===== config.mk =====
export PLATFORM = sky130hd
export DESIGN_NAME = line_sensor_error_mapper_flat
export DESIGN_NICKNAME = d
export VERILOG_FILES = /design/src/rtl/lsem_pkg.sv /design/src/rtl/lsem_req_if.sv /design/src/rtl/lsem_res_if.sv /design/src/rtl/lsem_div.sv /design/src/rtl/line_sensor_error_mapper.sv /design/src/flat_wrapper.sv
export SDC_FILE = /design/constraint.sdc
export NUM_CORES = 1
export LEC_CHECK = 0
export BUFFER_PORTS_ARGS = -buffer_cell sky130_fd_sc_hd__clkbuf_2
export CORE_ASPECT_RATIO = 0.6
export CORE_MARGIN = 2
export CORE_UTILIZATION = 55
export CTS_CLUSTER_SIZE = 8
export DETAILED_ROUTE_END_ITERATION = 7
export GPL_ROUTABILITY_DRIVEN = 0
export PLACE_DENSITY = 0.73
export REMOVE_ABC_BUFFERS = 1
export SYNTH_ARGS = -nofsm -noshare
export SYNTH_HDL_FRONTEND = slang
export SYNTH_SLANG_ARGS = --single-unit

===== constraint.sdc =====
create_clock -name clk -period 9 [get_ports clk]
set_clock_uncertainty 0.05 [all_clocks]
set_input_delay 0.45 -clock clk [delete_from_list [all_inputs] [get_ports clk]]
set_output_delay 0.45 -clock clk [all_outputs]
set_load 0.05 [all_outputs]

===== src/rtl/lsem_pkg.sv =====
package lsem_pkg;

    localparam int LEVEL_W    = 12;
    localparam int CFG_IDX_W  = 3;
    localparam int ERR_W      = 10;
    localparam int CONF_W     = 8;
    localparam int ZONE_W     = 3;
    localparam int SPAN_W     = 8;
    localparam int QUO_W      = 8;
    localparam int DIVIDEND_W = SPAN_W + LEVEL_W;

    // Register indexes on the configuration port.
    localparam logic [CFG_IDX_W-1:0] CFG_BLACK_THRESHOLD = 3'd0;
    localparam logic [CFG_IDX_W-1:0] CFG_CENTERED_LEVEL  = 3'd1;
    localparam logic [CFG_IDX_W-1:0] CFG_GOOD_LEVEL      = 3'd2;
    localparam logic [CFG_IDX_W-1:0] CFG_EDGE_LEVEL      = 3'd3;
    localparam logic [CFG_IDX_W-1:0] CFG_BARELY_LEVEL    = 3'd4;

    localparam logic [LEVEL_W-1:0] RST_BLACK_THRESHOLD = 12'd400;
    localparam logic [LEVEL_W-1:0] RST_CENTERED_LEVEL  = 12'd2000;
    localparam logic [LEVEL_W-1:0] RST_GOOD_LEVEL      = 12'd1650;
    localparam logic [LEVEL_W-1:0] RST_EDGE_LEVEL      = 12'd1200;
    localparam logic [LEVEL_W-1:0] RST_BARELY_LEVEL    = 12'd800;

    // Request codes.
    localparam logic REQ_SAMPLE  = 1'b0;
    localparam logic REQ_RESTART = 1'b1;

    // Low-pass filter: new = old + 38 * (in - old) / 256, i.e. alpha 38/256.
    localparam logic [5:0] ALPHA_GAIN  = 6'd38;
    localparam int         ALPHA_SHIFT = 8;

    // Zone codes.
    localparam logic [ZONE_W-1:0] ZONE_LOST    = 3'd0;
    localparam logic [ZONE_W-1:0] ZONE_CENTRED = 3'd1;
    localparam logic [ZONE_W-1:0] ZONE_GOOD    = 3'd2;
    localparam logic [ZONE_W-1:0] ZONE_EDGE    = 3'd3;
    localparam logic [ZONE_W-1:0] ZONE_BARELY  = 3'd4;
    localparam logic [ZONE_W-1:0] ZONE_FRINGE  = 3'd5;

    // Error bases and spans, and confidences, all in units of 1/256.
    localparam logic [ERR_W-1:0]  LOST_ERROR    = 10'd768;
    localparam logic [ERR_W-1:0]  BASE_GOOD     = 10'd0;
    localparam logic [ERR_W-1:0]  BASE_EDGE     = 10'd128;
    localparam logic [ERR_W-1:0]  BASE_BARELY   = 10'd333;
    localparam logic [ERR_W-1:0]  BASE_FRINGE   = 10'd563;
    localparam logic [SPAN_W-1:0] SPAN_GOOD     = 8'd128;
    localparam logic [SPAN_W-1:0] SPAN_EDGE     = 8'd205;
    localparam logic [SPAN_W-1:0] SPAN_BARELY   = 8'd230;
    localparam logic [SPAN_W-1:0] SPAN_FRINGE   = 8'd205;
    localparam logic [CONF_W-1:0] CONF_LOST     = 8'd0;
    localparam logic [CONF_W-1:0] CONF_CENTRED  = 8'd128;
    localparam logic [CONF_W-1:0] CONF_GOOD     = 8'd243;
    localparam logic [CONF_W-1:0] CONF_EDGE     = 8'd205;
    localparam logic [CONF_W-1:0] CONF_BARELY   = 8'd154;
    localparam logic [CONF_W-1:0] CONF_FRINGE   = 8'd102;

    typedef enum logic [2:0] {
        ST_IDLE,
        ST_FILT,
        ST_ZONE,
        ST_MUL,
        ST_DIV,
        ST_DONE
    } state_t;

endpackage


===== src/rtl/lsem_req_if.sv =====
interface lsem_req_if;
    logic                         valid;
    logic                         ready;
    logic                         req_type;
    logic [lsem_pkg::LEVEL_W-1:0] sample;

    modport source (output valid, output req_type, output sample, input ready);
    modport sink   (input valid, input req_type, input sample, output ready);
endinterface


===== src/rtl/lsem_res_if.sv =====
interface lsem_res_if;
    logic                         valid;
    logic                         ready;
    logic [lsem_pkg::LEVEL_W-1:0] filtered_level;
    logic                         line_seen;
    logic [lsem_pkg::ERR_W-1:0]   steer_error;
    logic [lsem_pkg::CONF_W-1:0]  confidence;
    logic [lsem_pkg::ZONE_W-1:0]  zone;

    modport source (output valid, output filtered_level, output line_seen,
                    output steer_error, output confidence, output zone, input ready);
    modport sink   (input valid, input filtered_level, input line_seen,
                    input steer_error, input confidence, input zone, output ready);
endinterface


===== src/rtl/lsem_div.sv =====
module lsem_div (
    input  logic                            clk,
    input  logic                            rst_n,
    input  logic                            start,
    input  logic [lsem_pkg::DIVIDEND_W-1:0] dividend,
    input  logic [lsem_pkg::LEVEL_W-1:0]    divisor,
    output logic [lsem_pkg::QUO_W-1:0]      quotient,
    output logic                            done
);
    import lsem_pkg::*;

    localparam int CNT_W = $clog2(QUO_W);

    logic [DIVIDEND_W-1:0] rem_reg, rem_next;
    logic [DIVIDEND_W-1:0] dsr_reg, dsr_next;
    logic [QUO_W-1:0]      quo_reg, quo_next;
    logic [CNT_W-1:0]      cnt_reg, cnt_next;
    logic                  busy_reg, busy_next;
    logic                  done_reg, done_next;

    // Restoring division, one quotient bit a cycle. The caller guarantees
    // that the quotient fits in QUO_W bits, so the divisor starts shifted
    // up by QUO_W-1 places.
    always_comb
    begin
        rem_next  = rem_reg;
        dsr_next  = dsr_reg;
        quo_next  = quo_reg;
        cnt_next  = cnt_reg;
        busy_next = busy_reg;
        done_next = 1'b0;
        if (start)
        begin
            rem_next  = dividend;
            dsr_next  = DIVIDEND_W'(divisor) << (QUO_W - 1);
            quo_next  = '0;
            cnt_next  = '0;
            busy_next = 1'b1;
        end
        else if (busy_reg)
        begin
            if (rem_reg >= dsr_reg)
            begin
                rem_next = rem_reg - dsr_reg;
                quo_next = {quo_reg[QUO_W-2:0], 1'b1};
            end
            else
            begin
                quo_next = {quo_reg[QUO_W-2:0], 1'b0};
            end
            dsr_next = dsr_reg >> 1;
            cnt_next = cnt_reg + 1'b1;
            if (cnt_reg == CNT_W'(QUO_W - 1))
            begin
                busy_next = 1'b0;
                done_next = 1'b1;
            end
        end
    end

    always_ff @(posedge clk or negedge rst_n)
    begin
        if (!rst_n)
        begin
            busy_reg <= 1'b0;
            done_reg <= 1'b0;
            cnt_reg  <= '0;
        end
        else
        begin
            busy_reg <= busy_next;
            done_reg <= done_next;
            cnt_reg  <= cnt_next;
        end
    end

    always_ff @(posedge clk)
    begin
        rem_reg <= rem_next;
        dsr_reg <= dsr_next;
        quo_reg <= quo_next;
    end

    assign quotient = quo_reg;
    assign done     = done_reg;

endmodule


===== src/rtl/line_sensor_error_mapper.sv =====
// A sample beat passes the filter, zone and multiply states and, when its ratio goes
// through the serial divider, the divide state; every other sample beat (lost, centred,
// clamped ratio or empty zone) skips the divider. A restart beat gives no result.
// The next beat is accepted once the result sits in the output register, which takes it
// only when no untaken result is held there; the serial divider makes the longer path.
// Reset (asynchronous, active low) unseeds the filter, clears it and loads the default levels.
module line_sensor_error_mapper #(
    parameter int SAMPLE_BITS = 12,
    parameter int FRAC_BITS   = 8
) (
    input  logic                           clk,
    input  logic                           rst_n,
    lsem_req_if.sink                       req,
    lsem_res_if.source                     res,
    input  logic                           cfg_we,
    input  logic [lsem_pkg::CFG_IDX_W-1:0] cfg_index,
    input  logic [lsem_pkg::LEVEL_W-1:0]   cfg_wdata
);
    import lsem_pkg::*;

    localparam int FW = SAMPLE_BITS + FRAC_BITS;
    localparam int LW = (SAMPLE_BITS > LEVEL_W) ? SAMPLE_BITS : LEVEL_W;

    state_t state_reg, state_next;

    logic [LEVEL_W-1:0] thr_reg, cen_reg, good_reg, edge_reg, bar_reg;

    logic [SAMPLE_BITS-1:0] smp_in;
    logic [SAMPLE_BITS-1:0] smp_reg, smp_next;
    logic [FW-1:0]          fv_reg, fv_next;
    logic                   seeded_reg, seeded_next;

    logic                   seen_reg, seen_next;
    logic [ZONE_W-1:0]      zone_reg, zone_next;
    logic [ERR_W-1:0]       base_reg, base_next;
    logic [SPAN_W-1:0]      span_reg, span_next;
    logic [CONF_W-1:0]      conf_reg, conf_next;
    logic signed [LEVEL_W:0] num_reg, num_next;
    logic signed [LEVEL_W:0] den_reg, den_next;
    logic                   direct_reg, direct_next;
    logic [ERR_W-1:0]       err_reg, err_next;

    logic                   ov_reg, ov_next;
    logic [LEVEL_W-1:0]     o_lvl_reg, o_lvl_next;
    logic                   o_seen_reg, o_seen_next;
    logic [ERR_W-1:0]       o_err_reg, o_err_next;
    logic [CONF_W-1:0]      o_conf_reg, o_conf_next;
    logic [ZONE_W-1:0]      o_zone_reg, o_zone_next;

    logic [FW-1:0]          x_val;
    logic signed [FW:0]     diff;
    logic signed [FW+7:0]   step_prod;
    logic signed [FW+7:0]   step_shr;
    logic signed [FW+7:0]   filt_sum;
    logic [LW-1:0]          lvl_w;
    logic [LEVEL_W-1:0]     lvl12;
    logic [LEVEL_W-1:0]     upper;
    logic [LEVEL_W-1:0]     lower;

    logic                   div_start;
    logic [DIVIDEND_W-1:0]  div_dividend;
    logic [QUO_W-1:0]       div_quo;
    logic                   div_done;

    generate
        if (SAMPLE_BITS <= LEVEL_W)
        begin : g_smp_narrow
            assign smp_in = req.sample[SAMPLE_BITS-1:0];
        end
        else
        begin : g_smp_wide
            assign smp_in = {{(SAMPLE_BITS - LEVEL_W){1'b0}}, req.sample};
        end
    endgenerate

    always_ff @(posedge clk or negedge rst_n)
    begin
        if (!rst_n)
        begin
            thr_reg  <= RST_BLACK_THRESHOLD;
            cen_reg  <= RST_CENTERED_LEVEL;
            good_reg <= RST_GOOD_LEVEL;
            edge_reg <= RST_EDGE_LEVEL;
            bar_reg  <= RST_BARELY_LEVEL;
        end
        else if (cfg_we)
        begin
            case (cfg_index)
                CFG_BLACK_THRESHOLD: thr_reg  <= cfg_wdata;
                CFG_CENTERED_LEVEL:  cen_reg  <= cfg_wdata;
                CFG_GOOD_LEVEL:      good_reg <= cfg_wdata;
                CFG_EDGE_LEVEL:      edge_reg <= cfg_wdata;
                CFG_BARELY_LEVEL:    bar_reg  <= cfg_wdata;
                default: ;
            endcase
        end
    end

    // Filter update written as old + 38 * (in - old) >>> 8, which floors exactly
    // as (218 * old + 38 * in) >> 8 does.
    assign x_val     = {smp_reg, {FRAC_BITS{1'b0}}};
    assign diff      = $signed({1'b0, x_val}) - $signed({1'b0, fv_reg});
    assign step_prod = diff * $signed({1'b0, ALPHA_GAIN});
    assign step_shr  = step_prod >>> ALPHA_SHIFT;
    assign filt_sum  = $signed({8'b0, fv_reg}) + step_shr;

    assign lvl_w = LW'(fv_reg[FW-1:FRAC_BITS]);
    assign lvl12 = lvl_w[LEVEL_W-1:0];

    assign div_dividend = DIVIDEND_W'(span_reg) * DIVIDEND_W'(num_reg[LEVEL_W-1:0]);

    always_comb
    begin
        state_next  = state_reg;
        smp_next    = smp_reg;
        fv_next     = fv_reg;
        seeded_next = seeded_reg;
        seen_next   = seen_reg;
        zone_next   = zone_reg;
        base_next   = base_reg;
        span_next   = span_reg;
        conf_next   = conf_reg;
        num_next    = num_reg;
        den_next    = den_reg;
        direct_next = direct_reg;
        err_next    = err_reg;
        ov_next     = ov_reg;
        o_lvl_next  = o_lvl_reg;
        o_seen_next = o_seen_reg;
        o_err_next  = o_err_reg;
        o_conf_next = o_conf_reg;
        o_zone_next = o_zone_reg;
        div_start   = 1'b0;
        upper       = cen_reg;
        lower       = good_reg;

        if (ov_reg && res.ready)
        begin
            ov_next = 1'b0;
        end

        case (state_reg)
            ST_IDLE:
            begin
                if (req.valid)
                begin
                    if (req.req_type == REQ_RESTART)
                    begin
                        seeded_next = 1'b0;
                    end
                    else
                    begin
                        smp_next   = smp_in;
                        state_next = ST_FILT;
                    end
                end
            end

            ST_FILT:
            begin
                fv_next     = seeded_reg ? filt_sum[FW-1:0] : x_val;
                seeded_next = 1'b1;
                state_next  = ST_ZONE;
            end

            ST_ZONE:
            begin
                direct_next = 1'b0;
                seen_next   = (lvl_w >= LW'(thr_reg));
                if (lvl_w < LW'(thr_reg))
                begin
                    zone_next   = ZONE_LOST;
                    base_next   = LOST_ERROR;
                    span_next   = '0;
                    conf_next   = CONF_LOST;
                    direct_next = 1'b1;
                end
                else if (lvl_w >= LW'(cen_reg))
                begin
                    zone_next   = ZONE_CENTRED;
                    base_next   = '0;
                    span_next   = '0;
                    conf_next   = CONF_CENTRED;
                    direct_next = 1'b1;
                end
                else if (lvl_w >= LW'(good_reg))
                begin
                    zone_next = ZONE_GOOD;
                    base_next = BASE_GOOD;
                    span_next = SPAN_GOOD;
                    conf_next = CONF_GOOD;
                    upper     = cen_reg;
                    lower     = good_reg;
                end
                else if (lvl_w >= LW'(edge_reg))
                begin
                    zone_next = ZONE_EDGE;
                    base_next = BASE_EDGE;
                    span_next = SPAN_EDGE;
                    conf_next = CONF_EDGE;
                    upper     = good_reg;
                    lower     = edge_reg;
                end
                else if (lvl_w >= LW'(bar_reg))
                begin
                    zone_next = ZONE_BARELY;
                    base_next = BASE_BARELY;
                    span_next = SPAN_BARELY;
                    conf_next = CONF_BARELY;
                    upper     = edge_reg;
                    lower     = bar_reg;
                end
                else
                begin
                    zone_next = ZONE_FRINGE;
                    base_next = BASE_FRINGE;
                    span_next = SPAN_FRINGE;
                    conf_next = CONF_FRINGE;
                    upper     = bar_reg;
                    lower     = thr_reg;
                end
                // The level is below the upper bound in every sloped zone, so
                // its low twelve bits are the whole level there.
                num_next   = $signed({1'b0, upper}) - $signed({1'b0, lvl12});
                den_next   = $signed({1'b0, upper}) - $signed({1'b0, lower});
                state_next = ST_MUL;
            end

            ST_MUL:
            begin
                if (direct_reg || den_reg[LEVEL_W] || (den_reg == '0)
                    || num_reg[LEVEL_W] || (num_reg == '0))
                begin
                    err_next   = base_reg;
                    state_next = ST_DONE;
                end
                else if (num_reg >= den_reg)
                begin
                    err_next   = base_reg + ERR_W'(span_reg);
                    state_next = ST_DONE;
                end
                else
                begin
                    div_start  = 1'b1;
                    state_next = ST_DIV;
                end
            end

            ST_DIV:
            begin
                if (div_done)
                begin
                    err_next   = base_reg + ERR_W'(div_quo);
                    state_next = ST_DONE;
                end
            end

            ST_DONE:
            begin
                if (!ov_reg || res.ready)
                begin
                    ov_next     = 1'b1;
                    o_lvl_next  = lvl12;
                    o_seen_next = seen_reg;
                    o_err_next  = err_reg;
                    o_conf_next = conf_reg;
                    o_zone_next = zone_reg;
                    state_next  = ST_IDLE;
                end
            end

            default:
            begin
                state_next = ST_IDLE;
            end
        endcase
    end

    always_ff @(posedge clk or negedge rst_n)
    begin
        if (!rst_n)
        begin
            state_reg  <= ST_IDLE;
            fv_reg     <= '0;
            seeded_reg <= 1'b0;
            ov_reg     <= 1'b0;
        end
        else
        begin
            state_reg  <= state_next;
            fv_reg     <= fv_next;
            seeded_reg <= seeded_next;
            ov_reg     <= ov_next;
        end
    end

    always_ff @(posedge clk)
    begin
        smp_reg    <= smp_next;
        seen_reg   <= seen_next;
        zone_reg   <= zone_next;
        base_reg   <= base_next;
        span_reg   <= span_next;
        conf_reg   <= conf_next;
        num_reg    <= num_next;
        den_reg    <= den_next;
        direct_reg <= direct_next;
        err_reg    <= err_next;
        o_lvl_reg  <= o_lvl_next;
        o_seen_reg <= o_seen_next;
        o_err_reg  <= o_err_next;
        o_conf_reg <= o_conf_next;
        o_zone_reg <= o_zone_next;
    end

    lsem_div u_div (
        .clk      (clk),
        .rst_n    (rst_n),
        .start    (div_start),
        .dividend (div_dividend),
        .divisor  (den_reg[LEVEL_W-1:0]),
        .quotient (div_quo),
        .done     (div_done)
    );

    assign req.ready          = (state_reg == ST_IDLE);
    assign res.valid          = ov_reg;
    assign res.filtered_level = o_lvl_reg;
    assign res.line_seen      = o_seen_reg;
    assign res.steer_error    = o_err_reg;
    assign res.confidence     = o_conf_reg;
    assign res.zone           = o_zone_reg;

endmodule


===== src/flat_wrapper.sv =====
// flat-port wrapper written by rule: the top's interface ports become plain ports
module line_sensor_error_mapper_flat import lsem_pkg::*;
#(
    parameter int SAMPLE_BITS = 12,
    parameter int FRAC_BITS   = 8
)
  (clk, rst_n, cfg_we, cfg_index, cfg_wdata, req_valid, req_req_type, req_sample, req_ready, res_valid, res_filtered_level, res_line_seen, res_steer_error, res_confidence, res_zone, res_ready);
  lsem_req_if req_i ();
  lsem_res_if res_i ();
  input  logic clk;
  input  logic rst_n;
  input  logic cfg_we;
  input  logic [lsem_pkg::CFG_IDX_W-1:0] cfg_index;
  input  logic [lsem_pkg::LEVEL_W-1:0] cfg_wdata;
  input wire logic [$bits(req_i.valid)-1:0] req_valid;
  input wire logic [$bits(req_i.req_type)-1:0] req_req_type;
  input wire logic [$bits(req_i.sample)-1:0] req_sample;
  output wire logic [$bits(req_i.ready)-1:0] req_ready;
  output wire logic [$bits(res_i.valid)-1:0] res_valid;
  output wire logic [$bits(res_i.filtered_level)-1:0] res_filtered_level;
  output wire logic [$bits(res_i.line_seen)-1:0] res_line_seen;
  output wire logic [$bits(res_i.steer_error)-1:0] res_steer_error;
  output wire logic [$bits(res_i.confidence)-1:0] res_confidence;
  output wire logic [$bits(res_i.zone)-1:0] res_zone;
  input wire logic [$bits(res_i.ready)-1:0] res_ready;
  assign req_i.valid = req_valid;
  assign req_i.req_type = req_req_type;
  assign req_i.sample = req_sample;
  assign req_ready = req_i.ready;
  assign res_valid = res_i.valid;
  assign res_filtered_level = res_i.filtered_level;
  assign res_line_seen = res_i.line_seen;
  assign res_steer_error = res_i.steer_error;
  assign res_confidence = res_i.confidence;
  assign res_zone = res_i.zone;
  assign res_i.ready = res_ready;
  line_sensor_error_mapper #(.SAMPLE_BITS(SAMPLE_BITS), .FRAC_BITS(FRAC_BITS)) u_core (.clk(clk), .rst_n(rst_n), .req(req_i), .res(res_i), .cfg_we(cfg_we), .cfg_index(cfg_index), .cfg_wdata(cfg_wdata));
endmodule

Word level (Yosys, flattened, before mapping). Cells that the tools add are included. Widths: inputs -> output; s select.

Flip-flop bits (word level): 250. Input port bits: 33. Output and inout bits: 36. Logic and storage cells: 166.

Add/subtract/negate cells: 8. $mul: 2. Order comparisons: 8. Equal/unequal tests: 16. Mux-type cells: 63. Bitwise gates (word level): 1. Reduce and logical (&&, ||, !) cells: 29.

Operators with widths (count): $mux 12 (12); $mux 20 (4); $mux 10 (7); $ge 12x12->1 (5); $mux 8 (6); $mux 19 (2); $mul 21x6->27 const B (1); $logic_not 13->1 (2); $sub 12x12->13 (2); $mux 3 (7); $sub 20x20->21 (1); $add 10x8->10 (2); $add 20x20->20 (1); $ge 20x19->1 (1); $mul 8x12->20 (1); $pmux 10 s2 (1); $sub 20x19->20 (1); $mux 1 (19); $pmux 3 s6 (1); $reduce_and 2->1 (7); $ge 13x13->1 (1); $eq 3x2->1 const B (4); $eq 3x3->1 const B (4); $lt 12x12->1 (1); 19 further kinds (34).

Longest topological paths before layout.
Depth after elaboration: 8. Depth in mapped cells: 33. Depth with buffers taken out: 33.

Cells and area by module. Synthesis repeated with hierarchy kept, for this count alone.

Cell total of the unflattened synthesis: 2115. Area, all modules: 19757.7 sq um.

Modules (own cells, without submodules): line_sensor_error_mapper (times used 1, cells an instance 1776, area an instance 16552.1 sq um, sequential area each 5157.4 sq um); lsem_div (times used 1, cells an instance 339, area an instance 3205.6 sq um, sequential area each 1386.3 sq um).

Worst setup path before layout. OpenSTA, ideal clock, no wires.

Kind: register -> register. Start: register u_core.fv_reg[8]. End: register u_core.fv_reg[19]. Library setup time: 0.076 ns. Arrival: 6.291 ns. Data required time: 8.874 ns. Setup slack: 2.583 ns. Cell stages (with the launch flop): 33. Buffers on the path: 0. Clock period less this slack: 6.417 ns. Cells stage by stage: dfrtp_1 > inv_1 > ha_1 > a41o_1 > a21oi_1 > nor2b_1 > o22ai_1 > o21bai_1 > a211oi_1 > nor2_1 > ha_1 > ha_1 > inv_1 > fa_1 > inv_1 > ha_1 > nand2_1 > nor3_1 > a22oi_1 > a21boi_1 > o21ai_0 > a21boi_1 > o21a_1 > nor2_1 > ha_1 > nand3_1 > nor2_1 > or3_1 > a21oi_1 > o211ai_1 > o211ai_1 > xnor3_1 > o21ai_1.

Word-level cells in the longest chain between the ends: 4.

RTL lines: start, declared (line line_sensor_error_mapper.sv:30) `logic [FW-1:0] fv_reg, fv_next;`; start signal, assigned (line line_sensor_error_mapper.sv:291) `fv_reg <= fv_next;`; $sub 20x20->21 (line line_sensor_error_mapper.sv:102) `assign diff = $signed({1'b0, x_val}) - $signed({1'b0, fv_reg});`; $mul 21x6->27 (line line_sensor_error_mapper.sv:103) `assign step_prod = diff * $signed({1'b0, ALPHA_GAIN});`; $add 20x20->20 (*) (line line_sensor_error_mapper.sv:105) `assign filt_sum = $signed({8'b0, fv_reg}) + step_shr;`; $mux 20 (*) (line line_sensor_error_mapper.sv:161) `fv_next = seeded_reg ? filt_sum[FW-1:0] : x_val;`.

Every way passes the cells marked *; elsewhere a longest branch is shown, timed or not. A chain may end at the register's enable or synchronous reset.

Worst setup path after layout. Ends and elaborated chain as after synthesis.

==> flow_metrics.py <==
metrics = {
    "outcome": {
        "status": "complete, no violations",
    },
    "place": {
        "hpwlAfterDp_um": 40100,
        "post-place-ws_ps": 1870,
        "io_buffer_count": 68,
        "placedCellCount": 2640,
    },
    "sta": {
        "setup_violations": 0,
        "finalCritPeriodShare_pct": 80.7,
        "hold_viol": 0,
        "rsz0062_at_grt": "no",
        "setup_slack_ps": 1740,
        "finalSetupTns_ps": 0,
        "worst_hold_slack_ps": 42.9,
        "slew_headroom_pct": 17.0,
        "drv_slew": 0,
        "timing.fmax_mhz": 138,
        "worst_pin_slew_ps": 1240,
        "period_minus_slack_ps": 7260,
    },
    "power_and_ir_drop": {
        "p_leak_nw": 10.3,
        "irDropWorstVdd_mv": 0.114,
        "power_density_nw_per_um2": 140,
    },
    "routing": {
        "dr_total_vias": 15900,
        "wl_per_cell_um": 19.4,
        "ant_nets": 0,
        "drt_iter0_markers": 1481,
        "remaining_drc_errors": 0,
        "finalWirelength_um": 52400,
        "via_per_inst": 5.87,
        "first_pass_iters": 5,
    },
    "finish": {
        "final_common_cell": "inv_1",
        "stdcell_count": 2707,
        "diodes": 0,
        "area_growth_pct": 9.69,
        "nNetsFinal": 2586,
        "drive_above_1_share_pct": 8.79,
        "layout_common_cells": "inv_1, ha_1, nand2_1",
    },
    "setup_path": {
        "setup.worst_path.class": "register to register",
        "critPathMaxFanout": 6,
        "cpPeakStageDelay_ps": 530,
        "critical-path-slowest-cell": "fa_1",
        "worst_setup_path_end_kind": "register",
        "cp_common_cell": "ha_1",
        "cp_data_arrival_time_ps": 7660,
        "crit_family": "compound AO/OA/AOI/OAI gates",
        "crit_required_ps": 9400,
        "crit_buf_inv": 3,
        "r2r_slack_ps": 1740,
        "cp-start-kind": "register",
    },
    "floorplanning": {
        "io_pins": 69,
        "die_w_um": 250,
        "die_area_sq_um": 38000,
        "start_util_pct": 55.5,
        "num_rows": 54,
        "die_h_um": 152,
        "coreArea_sq_um": 36100,
    },
    "worst_hold_path": {
        "hold_path_class": "primary input to register",
    },
    "grt": {
        "grt_max_degree": 69,
        "first_global_vias": 15900,
        "grt_pass1_wl_um": 84600,
        "overflow": 0,
        "grtUsageTotal_pct": 27.9,
        "antenna_found_initial": 1,
    },
    "clocking": {
        "clk_pin_slew_ps": 60,
        "cts_buffers": 36,
        "cts.sinks": 237,
        "clock_latency_ps": 530,
        "tritoncts": "built",
        "post-cts-setup-buffer-count": 0,
        "htree_levels": 2,
        "clockRootBuffer": "clkbuf_16",
        "clockBufferDepth": 3,
    },
    "logic_synthesis": {
        "syn_area_sq_um": 20000,
        "synth_cells": 2137,
        "synth-edff-count": 132,
        "async_reset_ff_share_pct": 38.0,
        "ys_ff_latch": 237,
        "syn_area_per_cell_sq_um": 9.37,
        "seq_area_frac_synth_pct": 32.7,
        "yosysWarnings": 0,
        "synth-main-ff-cell": "edfxtp_1",
        "synthDistinctLibCells": 74,
    },
    "job": {
        "maxCapViolations": 0,
    },
}
-- routing by layer --
metal | wire [um] | track usage [%] | part of all wire [%] | up-vias
li1 | - | - | - | 7572
met1 | 25200 | 42.3 | 48 | 7565
met2 | 21100 | 40.1 | 40 | 645
met5 | 13 | 0 | 0.025 | -
met3 | 4930 | 6.42 | 9.4 | 99
met4 | 1150 | 6.81 | 2.2 | 2
-- cells by family (layout without fill, tap and decap cells) --
family / after synthesis / count (layout) / share of synthesized area (%)
buffers and inverters: 366 / 460 / 6.96
XOR/XNOR: 101 / 101 / 4.48
AND/OR/NAND/NOR: 533 / 533 / 12.5
multiplexers: 69 / 69 / 3.61
adder cells (fa/ha/maj): 350 / 350 / 24.5
flip-flops: 237 / 237 / 32.7
AO/OA/AOI/OAI: 481 / 481 / 15.2
-- worst register-to-register path, delay by kind of cell (launching register included) --
family	cells	cell delay, ps
xor+xnor	1	350
buf+inv	3	350
flops	1	430
compound gates	13	2710
fa+ha+maj	6	2100
simple gates	8	1220
-- final timing paths --
| check | startpoint | end | depth (start not counted) |
|---|---|---|---|
| worst max register to register | u_core.fv_reg[8]$_DFFE_PN0P_ | u_core.fv_reg[19]$_DFFE_PN0P_ | 31 |
| worst min-delay path | req_sample[3] | u_core.smp_reg[3]$_DFFE_PP_ | 1 |
| max in group asynchronous | rst_n | u_core.u_div.cnt_reg[0]$_DFFE_PN0P_ | 3 |
| worst max-delay path | u_core.fv_reg[8]$_DFFE_PN0P_ | u_core.fv_reg[19]$_DFFE_PN0P_ | 31 |
| worst min register to register | u_core.seen_reg$_DFFE_PP_ | u_core.res.line_seen$_DFFE_PP_ | 0 |
| min in group asynchronous | rst_n | u_core.fv_reg[14]$_DFFE_PN0P_ | 2 |
-- synthesized netlist by cell type, types with 26 or more instances --
master / instances / area, sq um
a21o_1: 49 / 368
a21oi_1: 94 / 470
a31oi_1: 31 / 194
clkbuf_1: 50 / 188
dfrtp_1: 68 / 1700
edfxtp_1: 132 / 3960
fa_1: 71 / 1420
ha_1: 279 / 3490
inv_1: 306 / 1150
mux2_2: 26 / 293
mux2i_1: 43 / 430
nand2_1: 179 / 672
nand3_1: 54 / 270
nor2_1: 111 / 417
nor2b_1: 26 / 163
nor3_1: 55 / 275
o21a_1: 34 / 255
o21ai_0: 159 / 796
xnor2_1: 65 / 569
xor2_1: 35 / 307
-- power breakdown --
group,internal [mW],switching (mW)
registers,1.24,0.0486
clock network,0.784,0.512
logic,0.209,0.295
total,2.23,0.856
-- cell type report --
cell class	count	area (sq um)
Clock buffer	62	1040
Clock inverter	4	33.8
Fill cell	3014	14100
Inverter	306	1150
Multi-Input combinational cell	1534	12100
Sequential cell	237	6540
Tap cell	476	596
Timing Repair Buffer	88	495
-- what timing repair did --
action | in CTS | in global routing
hold buffers | 1 | 0
gates resized for setup | 0 | 0
setup endpoints to repair | 0 | 0
hold endpoints to repair | 15 | 0
-- per-stage QoR --
step                      instance area [sq um]  power, mW  utilization [%]
final                                     22000       3.08             60.9
after global routing                      22000       3.21             60.9
after CTS                                 22000       3.09             60.9
after detailed placement                  20900       1.79             57.9
after global placement                    20900       1.76             57.9
after floorplan                           19800       1.63                -
Note: power is estimated with default switching activity, not from simulation.
